==> src/rtl/ifrd_pkg.sv <==
// Shared types, constants and helpers for the IMU face detect / rotary dimmer block.
`default_nettype none

package ifrd_pkg;

    // Dim store depth (eight slots; face codes -3..3, tie code included, use slots 0..6)
    localparam int FACE_SLOTS = 8;
    localparam int SLOT_W     = $clog2(FACE_SLOTS);

    localparam int CFG_INDEX_W = 3;
    localparam int CFG_DATA_W  = 17;

    localparam int SAMPLE_W = 16;
    localparam int IN_TDATA_W  = 96;
    localparam int OUT_TDATA_W = 32;

    // Dimmer constants, Q15
    localparam logic [15:0]        DIM_FULL     = 16'd32768;
    localparam logic [18:0]        DIM_MIN_STEP = 19'd327;
    localparam logic [15:0]        DIM_LOW      = 16'd1639;
    localparam logic signed [19:0] ROT_MAX      = 20'sd262143;
    localparam logic signed [19:0] ROT_MIN      = -20'sd262144;

    // Face codes: signed axis of the largest accel magnitude
    localparam logic signed [2:0] FACE_NONE = 3'sd0;
    localparam logic signed [2:0] FACE_XP   = 3'sd1;
    localparam logic signed [2:0] FACE_XN   = -3'sd1;
    localparam logic signed [2:0] FACE_YP   = 3'sd2;
    localparam logic signed [2:0] FACE_YN   = -3'sd2;
    localparam logic signed [2:0] FACE_ZP   = 3'sd3;
    localparam logic signed [2:0] FACE_ZN   = -3'sd3;

    // Register reset values
    localparam logic [16:0] GYRO_TOL_RST    = 17'd400;
    localparam logic [14:0] ACCEL_TOL_RST   = 15'd1600;
    localparam logic [15:0] GRAVITY_RST     = 16'd16900;
    localparam logic [14:0] NOISE_FLOOR_RST = 15'd163;
    localparam logic [15:0] STEP_THR_RST    = 16'd1638;
    localparam logic [15:0] SENS_NORM_RST   = 16'd6554;
    localparam logic [15:0] SENS_RED_RST    = 16'd3277;

    typedef enum logic [CFG_INDEX_W-1:0] {
        REG_GYRO_TOL    = 3'd0,
        REG_ACCEL_TOL   = 3'd1,
        REG_GRAVITY     = 3'd2,
        REG_NOISE_FLOOR = 3'd3,
        REG_STEP_THR    = 3'd4,
        REG_SENS_NORM   = 3'd5,
        REG_SENS_RED    = 3'd6
    } cfg_index_t;

    typedef struct packed {
        logic [16:0] gyro_tol;
        logic [14:0] accel_tol;
        logic [15:0] gravity;
        logic [14:0] noise_floor;
        logic [15:0] step_thr;
        logic [15:0] sens_norm;
        logic [15:0] sens_red;
    } cfg_t;

    typedef struct packed {
        logic signed [15:0] gyro_z;
        logic signed [15:0] gyro_y;
        logic signed [15:0] gyro_x;
        logic signed [15:0] accel_z;
        logic signed [15:0] accel_y;
        logic signed [15:0] accel_x;
    } sample_t;

    typedef struct packed {
        logic signed [2:0] face;
        logic              moving;
        logic              not_flat;
    } sense_t;

    // Packed so that face_code sits in the low bits of tdata
    typedef struct packed {
        logic              lights_off;
        logic              feedback_pulse;
        logic [7:0]        led_level;
        logic [15:0]       dim_out;
        logic              not_flat;
        logic              is_moving;
        logic              face_changed;
        logic signed [2:0] face_code;
    } result_t;

    // Magnitude of a 16-bit signed value, 17 bits to hold 32768
    function automatic logic [16:0] abs16(input logic signed [15:0] v);
        logic signed [16:0] w;
        w = {v[15], v};
        return w[16] ? 17'(-w) : 17'(w);
    endfunction

endpackage

`default_nettype wire

==> src/rtl/ifrd_cfg_regs.sv <==
// Configuration register file for the face detect / dimmer block.
`default_nettype none

module ifrd_cfg_regs
    import ifrd_pkg::*;
(
    input  wire logic                   aclk,
    input  wire logic                   aresetn,
    input  wire logic                   cfg_we,
    input  wire logic [CFG_INDEX_W-1:0] cfg_index,
    input  wire logic [CFG_DATA_W-1:0]  cfg_wdata,
    output cfg_t                        cfg
);

    cfg_t cfg_reg;

    always_ff @(posedge aclk) begin
        if (!aresetn) begin
            cfg_reg.gyro_tol    <= GYRO_TOL_RST;
            cfg_reg.accel_tol   <= ACCEL_TOL_RST;
            cfg_reg.gravity     <= GRAVITY_RST;
            cfg_reg.noise_floor <= NOISE_FLOOR_RST;
            cfg_reg.step_thr    <= STEP_THR_RST;
            cfg_reg.sens_norm   <= SENS_NORM_RST;
            cfg_reg.sens_red    <= SENS_RED_RST;
        end else if (cfg_we) begin
            case (cfg_index_t'(cfg_index))
                REG_GYRO_TOL:    cfg_reg.gyro_tol    <= cfg_wdata[16:0];
                REG_ACCEL_TOL:   cfg_reg.accel_tol   <= cfg_wdata[14:0];
                REG_GRAVITY:     cfg_reg.gravity     <= cfg_wdata[15:0];
                REG_NOISE_FLOOR: cfg_reg.noise_floor <= cfg_wdata[14:0];
                REG_STEP_THR:    cfg_reg.step_thr    <= cfg_wdata[15:0];
                REG_SENS_NORM:   cfg_reg.sens_norm   <= cfg_wdata[15:0];
                REG_SENS_RED:    cfg_reg.sens_red    <= cfg_wdata[15:0];
                default: ;  // unmapped index, ignored
            endcase
        end
    end

    assign cfg = cfg_reg;

endmodule

`default_nettype wire

==> src/rtl/ifrd_sense.sv <==
// Face pick, gyro motion test and gravity window test for one sample.
`default_nettype none

module ifrd_sense
    import ifrd_pkg::*;
(
    input  wire sample_t smp,
    input  wire cfg_t    cfg,
    output sense_t       sense
);

    logic [16:0]        ax, ay, az, gxa, gya, gza, amax;
    logic [18:0]        gsum;
    logic signed [18:0] lo, hi, mm;

    always_comb begin
        ax  = abs16(smp.accel_x);
        ay  = abs16(smp.accel_y);
        az  = abs16(smp.accel_z);
        gxa = abs16(smp.gyro_x);
        gya = abs16(smp.gyro_y);
        gza = abs16(smp.gyro_z);

        // strict winner only; any shared maximum gives the tie code
        if (ax > ay && ax > az) begin
            sense.face = smp.accel_x[15] ? FACE_XN : FACE_XP;
        end else if (ay > ax && ay > az) begin
            sense.face = smp.accel_y[15] ? FACE_YN : FACE_YP;
        end else if (az > ax && az > ay) begin
            sense.face = smp.accel_z[15] ? FACE_ZN : FACE_ZP;
        end else begin
            sense.face = FACE_NONE;
        end

        gsum = 19'(gxa) + 19'(gya) + 19'(gza);
        sense.moving = gsum > 19'(cfg.gyro_tol);

        amax = ax;
        if (ay > amax) amax = ay;
        if (az > amax) amax = az;

        // window bounds may go negative or past 16 bits
        lo = $signed({3'b000, cfg.gravity}) - $signed({4'b0000, cfg.accel_tol});
        hi = $signed({3'b000, cfg.gravity}) + $signed({4'b0000, cfg.accel_tol});
        mm = $signed({2'b00, amax});
        sense.not_flat = (mm < lo) || (mm > hi);
    end

endmodule

`default_nettype wire

==> src/rtl/ifrd_dimmer.sv <==
// Face state, per-face dim store, rotation accumulator and dim step logic.
`default_nettype none

module ifrd_dimmer
    import ifrd_pkg::*;
(
    input  wire logic         aclk,
    input  wire logic         aresetn,
    input  wire logic         advance,
    input  wire sense_t       sense,
    input  wire logic signed [15:0] gyro_x,
    input  wire logic signed [15:0] gyro_y,
    input  wire logic signed [15:0] gyro_z,
    input  wire cfg_t         cfg,
    output result_t           res
);

    logic signed [2:0]  cur_face_reg;
    logic [15:0]        dim_reg;
    logic [15:0]        store_reg [FACE_SLOTS];
    logic signed [18:0] rot_sum_reg;
    logic               off_warned_reg, off_flag_reg;

    logic signed [2:0]  cur_face_next;
    logic [15:0]        dim_next;
    logic signed [18:0] rot_sum_next;
    logic               off_warned_next, off_flag_next;

    logic               flat, change, accumulate, passed, do_step, pulse;
    logic [2:0]         old_idx, new_idx;
    logic [SLOT_W-1:0]  old_slot, new_slot;
    logic [15:0]        dim_base, dim_clamped;
    logic signed [16:0] rot;
    logic [16:0]        rot_mag;
    logic signed [19:0] sum_wide;
    logic signed [18:0] sum_acc;
    logic [18:0]        sum_mag;
    logic [15:0]        gain;
    logic signed [35:0] prod, prod_adj;
    logic signed [19:0] delta;
    logic signed [20:0] lvl;
    logic [23:0]        led_wide;

    always_comb begin
        flat   = !sense.not_flat;
        change = flat && (sense.face != cur_face_reg);

        // face code -3..3 maps to slot 0..6, always inside the store
        old_idx  = 3'(cur_face_reg) + 3'd3;
        new_idx  = 3'(sense.face) + 3'd3;
        old_slot = SLOT_W'(old_idx);
        new_slot = SLOT_W'(new_idx);

        cur_face_next = change ? sense.face : cur_face_reg;
        dim_base      = change ? store_reg[new_slot] : dim_reg;

        case (sense.face)
            FACE_XN: rot = {gyro_x[15], gyro_x};
            FACE_XP: rot = -{gyro_x[15], gyro_x};
            FACE_YN: rot = {gyro_y[15], gyro_y};
            FACE_YP: rot = -{gyro_y[15], gyro_y};
            FACE_ZN: rot = {gyro_z[15], gyro_z};
            FACE_ZP: rot = -{gyro_z[15], gyro_z};
            default: rot = '0;
        endcase
        rot_mag = rot[16] ? 17'(-rot) : 17'(rot);

        accumulate = flat && (rot_mag > 17'(cfg.noise_floor));
        sum_wide   = $signed({rot_sum_reg[18], rot_sum_reg}) + $signed({{3{rot[16]}}, rot});
        if (!accumulate) begin
            sum_acc = rot_sum_reg;
        end else if (sum_wide > ROT_MAX) begin
            sum_acc = ROT_MAX[18:0];
        end else if (sum_wide < ROT_MIN) begin
            sum_acc = ROT_MIN[18:0];
        end else begin
            sum_acc = sum_wide[18:0];
        end
        sum_mag = sum_acc[18] ? 19'(-sum_acc) : 19'(sum_acc);

        passed  = flat && (sum_mag > 19'(cfg.step_thr));
        do_step = passed && (sum_mag > DIM_MIN_STEP);

        // gain follows the accepted face, which equals the sample face when flat
        gain = (sense.face == FACE_ZN) ? cfg.sens_red : cfg.sens_norm;
        prod = $signed({{17{sum_acc[18]}}, sum_acc}) * $signed({20'd0, gain});
        // divide by 65536 rounding toward zero
        prod_adj = prod[35] ? prod + 36'sd65535 : prod;
        delta    = prod_adj[35:16];
        lvl      = $signed({5'b00000, dim_base}) + $signed({delta[19], delta});
        if (lvl < 0) begin
            dim_clamped = '0;
        end else if (lvl > $signed({5'b00000, DIM_FULL})) begin
            dim_clamped = DIM_FULL;
        end else begin
            dim_clamped = lvl[15:0];
        end

        dim_next        = dim_base;
        off_warned_next = off_warned_reg;
        off_flag_next   = off_flag_reg;
        pulse           = 1'b0;
        if (do_step) begin
            dim_next = dim_clamped;
            if (dim_clamped < DIM_LOW) begin
                if (off_warned_reg && !off_flag_reg) begin
                    // second low step: lights go off
                    dim_next        = '0;
                    off_flag_next   = 1'b1;
                    off_warned_next = 1'b0;
                end else if (!off_flag_reg) begin
                    // first low step: warn
                    pulse           = 1'b1;
                    off_warned_next = 1'b1;
                end
            end else if (off_flag_reg) begin
                pulse         = 1'b1;
                off_flag_next = 1'b0;
            end
        end

        if (!flat) begin
            rot_sum_next = rot_sum_reg;
        end else if (passed) begin
            rot_sum_next = '0;
        end else begin
            rot_sum_next = sum_acc;
        end

        // 255 * dim >> 15 as shift and subtract
        led_wide = {dim_next, 8'h00} - {8'h00, dim_next};

        res.face_code      = cur_face_next;
        res.face_changed   = change;
        res.is_moving      = sense.moving;
        res.not_flat       = sense.not_flat;
        res.dim_out        = dim_next;
        res.led_level      = led_wide[22:15];
        res.feedback_pulse = pulse;
        res.lights_off     = off_flag_next;
    end

    always_ff @(posedge aclk) begin
        if (!aresetn) begin
            cur_face_reg   <= FACE_NONE;
            dim_reg        <= DIM_FULL;
            rot_sum_reg    <= '0;
            off_warned_reg <= 1'b0;
            off_flag_reg   <= 1'b0;
            for (int i = 0; i < FACE_SLOTS; i++) begin
                store_reg[i] <= DIM_FULL;
            end
        end else if (advance) begin
            cur_face_reg   <= cur_face_next;
            dim_reg        <= dim_next;
            rot_sum_reg    <= rot_sum_next;
            off_warned_reg <= off_warned_next;
            off_flag_reg   <= off_flag_next;
            if (change) begin
                store_reg[old_slot] <= dim_reg;
            end
        end
    end

    // warning and off state are exclusive
    a_warn_off_excl: assert property (@(posedge aclk) disable iff (!aresetn)
        !(off_warned_reg && off_flag_reg))
        else $error("off_warned and off_flag both set");

    a_dim_range: assert property (@(posedge aclk) disable iff (!aresetn)
        dim_reg <= DIM_FULL)
        else $error("dim level above full scale");

    a_face_change: assert property (@(posedge aclk) disable iff (!aresetn)
        advance && change |=> cur_face_reg != $past(cur_face_reg))
        else $error("face change did not move the accepted face");

    a_pulse_cause: assert property (@(posedge aclk) disable iff (!aresetn)
        advance && pulse |=> $fell(off_flag_reg) || $rose(off_warned_reg))
        else $error("feedback pulse without warn or turn-on");

endmodule

`default_nettype wire

==> src/rtl/imu_face_detect_rotary_dimmer.sv <==
// Top level: stream wrapper around the IMU face detector and rotary dimmer.
//
// Usage:
//   s_ channel carries one six-axis IMU sample per beat; m_ channel returns one
//   result beat per sample, in order. A beat moves when tvalid and tready are
//   both high at a rising edge of aclk. cfg_we/cfg_index/cfg_wdata write the
//   seven tuning registers; write only while no sample is in flight.
//
// Timing:
//   An accepted sample lands in the input register; face pick, motion tests,
//   rotation accumulation and the dim-step multiply run in one pass into the
//   result register, which loads whenever the result slot is free or being
//   drained. Throughput is one sample per cycle while m_tready is high, since
//   the per-sample state update (face, dim level, rotation sum) closes in that pass.
//
// Stall and reset:
//   When m_tready is low the result register holds, the input register takes
//   one more sample, and only then s_tready drops. aresetn (synchronous,
//   active low) empties both stages, restores register defaults, sets full
//   brightness in every face slot, and clears the rotation sum and off state.
`default_nettype none

module imu_face_detect_rotary_dimmer
    import ifrd_pkg::*;
(
    input  wire logic                   aclk,
    input  wire logic                   aresetn,

    input  wire logic                   s_tvalid,
    output logic                        s_tready,
    // accel_x[15:0], accel_y[31:16], accel_z[47:32],
    // gyro_x[63:48], gyro_y[79:64], gyro_z[95:80]
    input  wire logic [IN_TDATA_W-1:0]  s_tdata,

    output logic                        m_tvalid,
    input  wire logic                   m_tready,
    // face_code[2:0], face_changed[3], is_moving[4], not_flat[5],
    // dim_out[21:6], led_level[29:22], feedback_pulse[30], lights_off[31]
    output logic [OUT_TDATA_W-1:0]      m_tdata,

    input  wire logic                   cfg_we,
    input  wire logic [CFG_INDEX_W-1:0] cfg_index,
    input  wire logic [CFG_DATA_W-1:0]  cfg_wdata
);

    cfg_t    cfg;
    sense_t  sense;
    result_t res;

    sample_t in_reg;
    logic    in_valid_reg, in_valid_next;
    result_t out_reg;
    logic    out_valid_reg, out_valid_next;

    logic    s_accept, advance;

    // the held sample moves on when the result slot is free or being drained
    assign advance  = in_valid_reg && (!out_valid_reg || m_tready);
    assign s_tready = !in_valid_reg || advance;
    assign s_accept = s_tvalid && s_tready;

    always_comb begin
        in_valid_next = in_valid_reg;
        if (s_accept) begin
            in_valid_next = 1'b1;
        end else if (advance) begin
            in_valid_next = 1'b0;
        end

        out_valid_next = out_valid_reg;
        if (advance) begin
            out_valid_next = 1'b1;
        end else if (m_tready) begin
            out_valid_next = 1'b0;
        end
    end

    always_ff @(posedge aclk) begin
        if (!aresetn) begin
            in_valid_reg  <= 1'b0;
            out_valid_reg <= 1'b0;
        end else begin
            in_valid_reg  <= in_valid_next;
            out_valid_reg <= out_valid_next;
        end
    end

    // payload registers, no reset
    always_ff @(posedge aclk) begin
        if (s_accept) begin
            in_reg <= sample_t'(s_tdata);
        end
        if (advance) begin
            out_reg <= res;
        end
    end

    ifrd_cfg_regs u_cfg (
        .aclk      (aclk),
        .aresetn   (aresetn),
        .cfg_we    (cfg_we),
        .cfg_index (cfg_index),
        .cfg_wdata (cfg_wdata),
        .cfg       (cfg)
    );

    ifrd_sense u_sense (
        .smp   (in_reg),
        .cfg   (cfg),
        .sense (sense)
    );

    ifrd_dimmer u_dimmer (
        .aclk    (aclk),
        .aresetn (aresetn),
        .advance (advance),
        .sense   (sense),
        .gyro_x  (in_reg.gyro_x),
        .gyro_y  (in_reg.gyro_y),
        .gyro_z  (in_reg.gyro_z),
        .cfg     (cfg),
        .res     (res)
    );

    assign m_tvalid = out_valid_reg;
    assign m_tdata  = OUT_TDATA_W'(out_reg);

endmodule

`default_nettype wire
==> config.mk <==
export PLATFORM = sky130hd
export DESIGN_NAME = imu_face_detect_rotary_dimmer
export DESIGN_NICKNAME = d
export VERILOG_FILES = /design/src/rtl/ifrd_pkg.sv /design/src/rtl/ifrd_cfg_regs.sv /design/src/rtl/ifrd_sense.sv /design/src/rtl/ifrd_dimmer.sv /design/src/rtl/imu_face_detect_rotary_dimmer.sv
export SDC_FILE = /design/constraint.sdc
export NUM_CORES = 2
export LEC_CHECK = 0
export CAP_MARGIN = 0
export CORE_UTILIZATION = 28
export CTS_CLUSTER_DIAMETER = 150
export DETAILED_ROUTE_END_ITERATION = 10
export DONT_BUFFER_PORTS = 1
export GPL_TIMING_DRIVEN = 0
export MAX_ROUTING_LAYER = met4
export PLACE_DENSITY = 0.43
export SETUP_SLACK_MARGIN = 0.3
export SYNTH_ARGS = -nofsm -noshare
export SYNTH_HDL_FRONTEND = slang
export SYNTH_SLANG_ARGS = --single-unit
==> constraint.sdc <==
create_clock -name aclk -period 60.9 [get_ports aclk]
set_input_delay 12.18 -clock aclk [delete_from_list [all_inputs] [get_ports aclk]]
set_output_delay 12.18 -clock aclk [all_outputs]
set_load 0.01 [all_outputs]
### Word-level counts from Yosys, hierarchy flattened

Memories as Yosys holds them, arrays and structs flattened.
Index checks and enable logic that the tools add are counted.

| cells by class | value |
|---|---|
| add/subtract/negate cells | 21 |
| reduce and logical (&&, ||, !) cells | 30 |
| multiply operators | 1 |
| muxes and demuxes | 51 |
| bitwise logic cells | 1 |
| magnitude comparators | 18 |
| eq/ne operators | 15 |

Operator list:

| cell | count |
|---|---|
| $mux 17 | 9 |
| $mux 16 | 8 |
| $gt 17x17->1 | 7 |
| $neg 16->17 | 6 |
| $pmux 17 s6 | 1 |
| $mux 19 | 5 |
| $neg 17->17 | 4 |
| $add 36x17->36 const B | 1 |
| $mul 19x17->36 | 1 |
| $mux 36 | 1 |
| $mux 3 | 8 |
| $sub 23x16->23 | 1 |
| $add 17x20->21 | 1 |
| $eq 3x3->1 const B | 7 |
| $gt 21x17->1 const B | 1 |
| $lt 21x1->1 const B | 1 |
| $add 19x17->20 | 1 |
| $gt 20x19->1 const B | 1 |
| $lt 20x19->1 const B | 1 |
| $add 19x17->19 | 1 |
| $gt 18x19->1 | 1 |
| $gt 19x16->1 | 1 |
| $gt 19x17->1 | 1 |
| $gt 19x9->1 const B | 1 |
| 22 further kinds | 67 |

| storage, ports and cells | value |
|---|---|
| output and inout port bits | 34 |
| memories | 1 |
| word-level logic and storage cells | 166 |
| RAM bits | 128 |
| register bits | 281 |

Memories:

| memory | words | bits a word | read ports | clocked after Yosys merged registers in | write ports | RTL line | RTL |
|---|---|---|---|---|---|---|---|
| u_dimmer.store_reg | 8 | 16 | 1 | 0 | 8 | ifrd_dimmer.sv:20 | `logic [15:0] store_reg [FACE_SLOTS];` |

### Logic depth before layout (Yosys ltp)

| depth | value |
|---|---|
| depth after elaboration | 25 |
| depth in mapped cells | 112 |
| depth with buffers taken out | 106 |

### Cells and area by module

From an unflattened synthesis, not the netlist that was laid out.

| second synthesis, totals | value |
|---|---|
| cell total of the unflattened synthesis | 4761 |
| area, all modules | 43182.7 sq um |

By module, submodules not included:

| module | sequential area each (sq um) | area an instance (sq um) | instances | cells an instance |
|---|---|---|---|---|
| ifrd_dimmer | 4644.5 | 27452.6 | 1 | 3182 |
| ifrd_sense | 0.0 | 7553.5 | 1 | 1037 |
| ifrd_cfg_regs | 2222.1 | 4229.1 | 1 | 405 |
| imu_face_detect_rotary_dimmer | 3883.7 | 3947.5 | 1 | 137 |

### Least setup slack after synthesis

Ideal clock, no wire load.

| timing | value |
|---|---|
| path type | input -> output |
| from | input port m_tready |
| to | output port s_tready |
| stages on the path | 2 |
| setup slack | 36243 ps |
| data arrival time | 12477 ps |
| data required time | 48720 ps |
| cell sequence | nor2b_1 -> nand2_1 |

| between the ends | value |
|---|---|
| cells in the longest elaborated chain, start to end | 3 |

RTL lines:

| item | RTL line | RTL |
|---|---|---|
| start: declaration | imu_face_detect_rotary_dimmer.sv:36 | `input wire logic m_tready,` |
| $logic_or 1x1->1 | imu_face_detect_rotary_dimmer.sv:58 | `assign advance = in_valid_reg && (!out_valid_reg \|\| m_tready);` |
| $logic_and 1x1->1 | imu_face_detect_rotary_dimmer.sv:58 |  |
| $logic_or 1x1->1 | imu_face_detect_rotary_dimmer.sv:59 | `assign s_tready = !in_valid_reg \|\| advance;` |
| end: declaration | imu_face_detect_rotary_dimmer.sv:30 | `output logic s_tready,` |

Every way passes these cells.

==> results.md <==
- Status: completed
- Hold buffer count at CTS: 0
- Placed cell area: 0.04375 mm^2
- Antenna Cells: 0
- Setup TNS: 0 ns
- Final Setup Violations: 0
- Delay of the slowest cell on the worst path: 0.73 ns
- Fill count: 15368
- HP Class: reg -> reg
- Max_slew headroom: 8.589%
- Vias after detailed routing: 32674
- Worst path bufs/invs: 13
- Synth Area in XOR/XNOR: 5.934%
- TritonCTS Buffers: 46
- Startpoint Class: flop
- Largest net degree at the start of global routing: 69
- Vias in the first global route: 32720
- Cell mode on critical path: a21oi_1
- Ports: 155
- CTS resizes: 0
- Final count of hold timing violations: 0
- TritonRoute pass-1 iters: 5
- Die Y: 385.3 um
- Average routed wire per standard cell: 20.11 um
- CTS tree: built
- DIE AREA: 0.1484 mm^2
- Crit end category: flop
- Flops & latches, synth: 409
- Final period utilization: 48.36%
- Crit path max-delay family: compound AO/OA/AOI/OAI gates
- Die X: 385.3 um
- Area Overhead vs Synth: 10.27%
- Worst Max-Slew Pin Slew: 1.333 ns
- CTS max path bufs: 3
- Top FF cell, synth: edfxtp_1
- Design area: 0.04536 mm^2
- WL final: 133200 um
- Reg clk slew, reported paths: 0.06 ns
- Worst Path Required: 61.23 ns
- Post-CTS Setup Bufs: 0
- Number of port buffers: 0
- Initial antenna violation count: 2
- Syn_area_per_cell: 8.940 um^2
- Post-detail-place hpwl: 108800 um
- Max reg flops: 128
- Vias per cell: 4.933
- GRT overflow: 0
- Complex-gate fraction of the synthesized area: 12.88%
- Placeable Area: 0.1457 mm^2
- Util after Layout: 31.12%
- Register area share after synthesis: 26.13%
- All-layer global routing usage: 18.62%
- Unrepaired setup endpoints after global routing: false
- Simple-gate share of the synthesized area: 18.16%
- Initial drt markers: 2070
- Max-cap violations: 0
- Critical-path top delay cell: a311oi_1
- First-pass GRT wire length: 204700 um
- Clock Skew: 0.03252 ns
- Ys async rst share: 0%
- H-Tree Depth: 2
- # rows: 140
- Nets: 5461
- Clk_lat worst skew: 0.62 ns
- Slew Viols, Final: 0
- CP Class: reg -> reg
- Adder-cell share of the synthesized area: 26.22%
- Post-synth EDFFs: 256
- CP max FO: 10
- Root Buffer: clkbuf_16
- DR DRC count: 0
- Distinct cells, synth: 102
- Tmin final: 29.45 ns
- Warnings from Yosys: 0
- Mux contribution to synthesized area: 4.012%
- Largest family of logic cells by synthesized area: adder cells
- Clk sinks: 409
- Arr. time, crit path: 29.78 ns
- Cell Area, Synth: 0.04113 mm^2
- Antenna-violating nets left: 0
- Initial core utilization: 28.22%
- Cells after Synth: 4601
- Share of cells above drive strength 1: 4.674%
- Max frequency: 0.03395 GHz
- GPL Wtd Cong: 0.9169
-- synth_stat cells, drive strengths merged (30+ instances only) --
master	count	share of area, %
o21bai	39	0.71
fa	313	15
o21a	40	0.73
mux4	32	1.8
clkbuf	138	1.3
a21o	57	1.0
nand4	42	0.64
nand2b	67	1.0
nor3	77	0.96
a211oi	30	0.55
nor4	38	0.63
ha	358	11
or3	44	0.67
inv	555	5.1
o21ai	145	1.8
dfxtp	153	7.4
and2	137	2.1
a21oi	240	2.9
edfxtp	256	19
nor2	386	3.5
nand3	56	0.68
xnor2	197	4.2
mux2i	76	1.9
nor2b	30	0.46
xor2	80	1.7
o211ai	37	0.68
nand2	631	5.8
-- cells by family (layout without fill, tap and decap cells) --
| kind of cell | count (synthesis) | count (layout) |
|---|---|---|
| other cells | 2 | 10 |
| fa+ha+maj | 675 | 675 |
| buf+inv | 721 | 819 |
| flops | 409 | 409 |
| compound gates | 792 | 792 |
| mux | 122 | 122 |
| simple gates | 1603 | 1603 |
| xor+xnor | 277 | 277 |
-- metal layers --
metal	up-vias	routed length, um	GRT usage [%]
li1	15787	-	-
met1	16023	60700	24.51
met2	731	62980	30.34
met3	133	6781	2.617
met4	0	2720	3.799
met5	-	0	-
-- area by class of cell --
class	instances	area, um^2	area share [%]
buffer	165	646.9	1.426
clock buffer	61	1310	2.888
clock inverter	25	289.0	0.6372
inverter	556	2087	4.601
multi-input combinational	3479	27710	61.09
sequential	409	10750	23.70
tap	1917	2399	5.288
timing repair buffer	12	167.7	0.3696
-- final timing paths --
| kind | from | end | slack, ns | depth (start not counted) |
|---|---|---|---|---|
| setup reg to reg | in_reg[36] | m_tdata[28] | 31.45 | 104 |
| hold / removal | u_cfg.cfg[14] | u_cfg.cfg[14] | 0.45 | 2 |
| hold reg to reg | u_cfg.cfg[14] | u_cfg.cfg[14] | 0.45 | 2 |
| setup / recovery | in_reg[36] | m_tdata[28] | 31.45 | 104 |
-- through the flow --
step	hold slack (ns)	cells	worst slack, ns
after floorplan	0.4357	4609	36.24
after detailed placement	0.4489	6537	31.66
after CTS	0.4564	6623	31.49
final	0.4550	6624	31.45
after global placement	0.4429	6526	31.52
after global routing	0.4770	6624	29.54
-- layout by cell type, fill, tap and decap left out, drive strengths merged, types with 37 or more instances in the layout --
master	instances
nand2	631
inv	560
nor2	386
ha	358
fa	313
edfxtp	256
a21oi	240
clkbuf	199
xnor2	197
dfxtp	153
o21ai	145
and2	137
xor2	80
nor3	77
mux2i	76
nand2b	67
a21o	57
nand3	56
or3	44
nand4	42
o21a	40
o21bai	39
buf	39
nor4	38
o211ai	37
-- worst reg2reg max path: cells and delay by family, from the launching register on --
kind | cells | cell delay, ns
AO/OA/AOI/OAI | 48 | 11.46
XOR/XNOR | 4 | 1.36
adder cells (fa/ha/maj) | 14 | 5.78
buffers and inverters | 13 | 4.59
flip-flops | 1 | 0.42
AND/OR/NAND/NOR | 25 | 5.62
Power is not shown: default switching activity piles up to over one toggle a cycle in this logic, so the estimate is an artifact.
